<file path="config.mk">
export PLATFORM = sky130hd
export DESIGN_NAME = tdpt_div
export DESIGN_NICKNAME = d
export VERILOG_FILES = /design/src/rtl/core/tdpt_pkg.sv /design/src/rtl/core/tdpt_div.sv
export SDC_FILE = /design/constraint.sdc
export NUM_CORES = 1
export LEC_CHECK = 0
export ABC_AREA = 1
export BUFFER_PORTS_ARGS = -buffer_cell sky130_fd_sc_hd__buf_2
export CORE_UTILIZATION = 30
export CTS_BUF_LIST = sky130_fd_sc_hd__clkbuf_4 sky130_fd_sc_hd__clkbuf_8
export CTS_CLUSTER_DIAMETER = 120
export DETAILED_ROUTE_END_ITERATION = 6
export GPL_TIMING_DRIVEN = 0
export MAX_ROUTING_LAYER = met4
export PLACE_DENSITY = 0.48
export SLEW_MARGIN = 20
export SYNTH_ARGS = -nofsm -noshare
export SYNTH_HDL_FRONTEND = slang
export SYNTH_SLANG_ARGS = --single-unit
</file>
<file path="constraint.sdc">
create_clock -name clk -period 3.2 [get_ports clk]
set_input_delay 0.64 -clock clk [delete_from_list [all_inputs] [get_ports clk]]
set_output_delay 0.64 -clock clk [all_outputs]
set_load 0.01 [all_outputs]
</file>
<file path="src/rtl/core/tdpt_pkg.sv">
package tdpt_pkg;

  typedef enum logic [1:0] {
    ST_IDLE,
    ST_START,
    ST_DIV,
    ST_OUT
  } tdpt_state_t;

  // status of the shared divider towards the sequencer
  typedef struct packed {
    logic busy;
    logic done;
  } tdpt_div_stat_t;

endpackage

</file>
<file path="src/rtl/core/tdpt_div.sv">
module tdpt_div #(
  parameter int unsigned NW = 31
) (
  input  logic                     clk,
  input  logic                     rst_n,
  input  logic                     start,
  input  logic [NW-1:0]            dividend,
  input  logic [NW-1:0]            divisor,
  output logic [NW-1:0]            quot,
  output logic [NW-1:0]            rem,
  output tdpt_pkg::tdpt_div_stat_t stat
);
  import tdpt_pkg::*;

  localparam int unsigned CW = $clog2(NW + 1);

  logic [NW-1:0] quot_r, quot_nxt;
  logic [NW-1:0] rem_r, rem_nxt;
  logic [CW-1:0] cnt_r, cnt_nxt;
  logic          busy_r, busy_nxt;
  logic          done_r, done_nxt;
  logic [NW:0]   trial;
  logic [NW:0]   diff;
  logic          take;

  // restoring division, one quotient bit per cycle
  assign trial = {rem_r, quot_r[NW-1]};
  assign take  = trial >= {1'b0, divisor};
  assign diff  = trial - {1'b0, divisor};

  always_comb begin
    quot_nxt = quot_r;
    rem_nxt  = rem_r;
    cnt_nxt  = cnt_r;
    busy_nxt = busy_r;
    done_nxt = 1'b0;
    if (start) begin
      quot_nxt = dividend;
      rem_nxt  = '0;
      cnt_nxt  = CW'(NW);
      busy_nxt = 1'b1;
    end else if (busy_r) begin
      quot_nxt = {quot_r[NW-2:0], take};
      rem_nxt  = take ? diff[NW-1:0] : trial[NW-1:0];
      cnt_nxt  = cnt_r - CW'(1);
      if (cnt_r == CW'(1)) begin
        busy_nxt = 1'b0;
        done_nxt = 1'b1;
      end
    end
  end

  always_ff @(posedge clk) begin
    quot_r <= quot_nxt;
    rem_r  <= rem_nxt;
    cnt_r  <= cnt_nxt;
    if (!rst_n) begin
      busy_r <= 1'b0;
      done_r <= 1'b0;
    end else begin
      busy_r <= busy_nxt;
      done_r <= done_nxt;
    end
  end

  assign quot      = quot_r;
  assign rem       = rem_r;
  assign stat.busy = busy_r;
  assign stat.done = done_r;

endmodule

</file>
==> out/results.txt <==
Status: completed
# DRC: 0
Post-Synthesis Cell Area: 0.005883 sq mm
GPL Wtd Cong: 0.8929
Pwr Density: 316.8 mW/mm^2
Design Area, Final: 0.007094 sq mm
Sw Ratio: 0.3043
RSZ-0062 raised after global routing: false
Initial antenna violation count: 0
Num rows: 50
Filler cells: 2138
Worst skew pair latency: 390 ps
Worst-Margin Slew: 579.6 ps
Highest Clock Rate: 404.2 MHz
Seq/Total Area, Yosys: 0.2875
Synth async-reset ratio: 0
CTS Sinks: 69
Pre-CTS setup slack: 375.8 ps
Yosys Warn Count: 0
Horiz. Die Dim: 142.0 microns
CP max-delay cell: fa_1
Crit-path cells: inv_1 -> ha_1 -> fa_1 -> inv_1 -> nand2_1 -> nand2_1 -> nand3_1 -> nand2_2 -> nand2_1 -> nand3_2 -> nand2_4 -> nand2_8 -> buf_6 -> nand2_1 -> nand3_1 -> nand2_1
Nets: 1174
Slew HR: 0.6136
Synthesis-stage register bit count: 69
Largest net degree at the start of global routing: 27
VDD IR max: 0.1633 mV
Synth top area share: 0.2482
Clock transition at path regs: 90 ps
Sequential power share: 0.446
Clk root buf: clkbuf_8
Min cycle time layout: 2474 ps
MaxCap Viol Count: 0
EDFF count, synth: 31
Wire per inst: 13.39 microns
Core ar.: 0.01896 sq mm
CTS Buffer Depth: 2
DRT Wirelength: 17.95 mm
P_int: 1.563 mW
Final setup fails: 0
Area leader, netlist: nand2_1
Commonest cells in the netlist: 389 x nand2_1, 184 x inv_1, 65 x nand3_1
WS Path Type: reg -> reg
Max-slew violations: 0
Layout cell share with drive strength beyond 1: 0.1944
PostCTS Resize Cnt: 0
Final Hold Viols: 0
Area grow syn2layout: 20.59%
Setup TNS: 0 ps
Dpl cell area: 0.006865 sq mm
Critical Path Start Type: flip-flop
Final worst slack: 726.1 ps
Cts hold-fix bufs: 0
Top cells by area, synth: nand2_1 25%, edfxtp_1 16%, dfxtp_1 13%
Fin Clk Skew: 24.88 ps
Crit path capture type: flip-flop
Die height: 142.0 microns
WHS: 484.2 ps
Via density: 4.310
WP data required: 3460 ps
Post-Synthesis Cells: 936
Drt pass-1 iters: 5
Syn Nets: 1035
Initial Utilization: 0.3104
Combinational cell fraction of total power: 0.159
CP max FO: 10
Leak: 4.203 nW
Vias in the first global route: 5503
Final Cycle Share: 0.7731
CTS tree: done
DP HPWL: 14.55 mm
Data arrival time of the worst path: 2730 ps
Count leader, synth: nand2_1
Antenna Nets Post-Route: 0
Min-Delay Path Class: reg -> reg
# Post-CTS Setup Buffers: 0
Die ar.: 0.02017 sq mm
Max H-tree Level: 3
Crit-path max cell delay: 410 ps
Inserted Clock Buffers: 9
Finished Core Util: 0.3743
Gr usage total: 0.1906
I/O pin cnt: 129
Clock share of power: 0.396
Input/output buffers: 127
DR vias: 5775
Inserted Diodes: 0
Overflow after GRT: 0
Avg Inst Size Synth: 6.285 sq um
Most common cell on crit path: nand2_1
First-pass GRT wire length: 28.60 mm
Sw power: 683.8 uW
Main flop type after synthesis: dfxtp_1
DR iter-0 viols: 314
Yosys cell types: 43
## logic make-up (layout without fill, tap and decap cells)
| group | count (synthesis) | count (layout) | synth area share |
|---|---|---|---|
| adders and majority gates | 34 | 34 | 0.07359 |
| AOI/OAI and AO/OA | 39 | 39 | 0.03999 |
| buffers and inverters | 211 | 355 | 0.1495 |
| xor gates and xnor gates | 15 | 15 | 0.02233 |
| and+or+nand+nor | 568 | 568 | 0.4270 |
| DFF | 69 | 69 | 0.2875 |
## per-layer routing
layer	up-vias	routed length [microns]	track usage
met5	-	0	-
met4	0	312	0.05716
met3	14	634	0.02894
met2	115	7849	0.2970
met1	2518	9153	0.2533
li1	3128	-	-
## power groups by stage
stage	logic (mW)	clock network [mW]	registers [mW]
finish	0.357	0.889	1.00
global route	0.405	0.956	1.01
CTS	0.363	0.927	1.00
detailed placement	0.361	0	1.02
global placement	0.355	0	1.02
floorplan	0.192	0	1.04
## placed cells by master (no fill, tap or decap), types with 7 or more instances in the layout
cell type / netlist / final
inv_1: 184 / 184
nand3_1: 65 / 65
a21oi_1: 15 / 15
buf_2: 2 / 129
nand3b_1: 13 / 13
ha_1: 33 / 33
clkbuf_8: 0 / 9
nand3_2: 16 / 16
nor2_1: 42 / 42
dfxtp_1: 38 / 38
edfxtp_1: 31 / 31
clkbuf_1: 10 / 9
xnor2_1: 12 / 12
nand2_2: 19 / 19
nand4_1: 7 / 7
nand2_1: 389 / 389
o21ai_1: 10 / 10
## critical path: cells and delay by family (launching register included)
kind / cells / cell delay (ps)
simple gates: 11 / 1010
fa+ha+maj: 2 / 610
flops: 1 / 370
buf+inv: 3 / 350
## registers in the layout, indices dropped and copies added, names as in the netlist
name    cells
cnt_r       5
done_r      1
quot       31
busy_r      1
rem        31
## stage by stage
step | power, mW | cells
2_1_floorplan | 1.234 | 936
3_3_place_gp | 1.379 | 1323
3_5_place_dp | 1.384 | 1324
4_1_cts | 2.293 | 1340
5_1_grt | 2.369 | 1340
6_report | 2.247 | 1340
## final timing paths
check                                      startpoint                    end  slack, ps  depth (start not counted)
worst max-delay path               quot[30]$_DFFE_PP_   rem[17]$_SDFFE_PP0P_        730                         16
worst min-delay path            cnt_r[4]$_SDFFE_PP1P_  cnt_r[4]$_SDFFE_PP1P_        480                          2
worst max register to register     quot[30]$_DFFE_PP_   rem[17]$_SDFFE_PP0P_        730                         16
worst min register to register  cnt_r[4]$_SDFFE_PP1P_  cnt_r[4]$_SDFFE_PP1P_        480                          2
## area by class of cell
class / instances / area, sq um / area share
Tap cell: 260 / 325.3 / 0.04586
Timing Repair Buffer: 128 / 655.6 / 0.09242
Inverter: 187 / 701.9 / 0.09894
Buffer: 24 / 178.9 / 0.02522
Clock inverter: 7 / 105.1 / 0.01481
Clock buffer: 9 / 123.9 / 0.01746
Multi-Input combinational cell: 656 / 3312 / 0.4668
Sequential cell: 69 / 1692 / 0.2384
No activity file was read; power rests on OpenSTA's default activity.
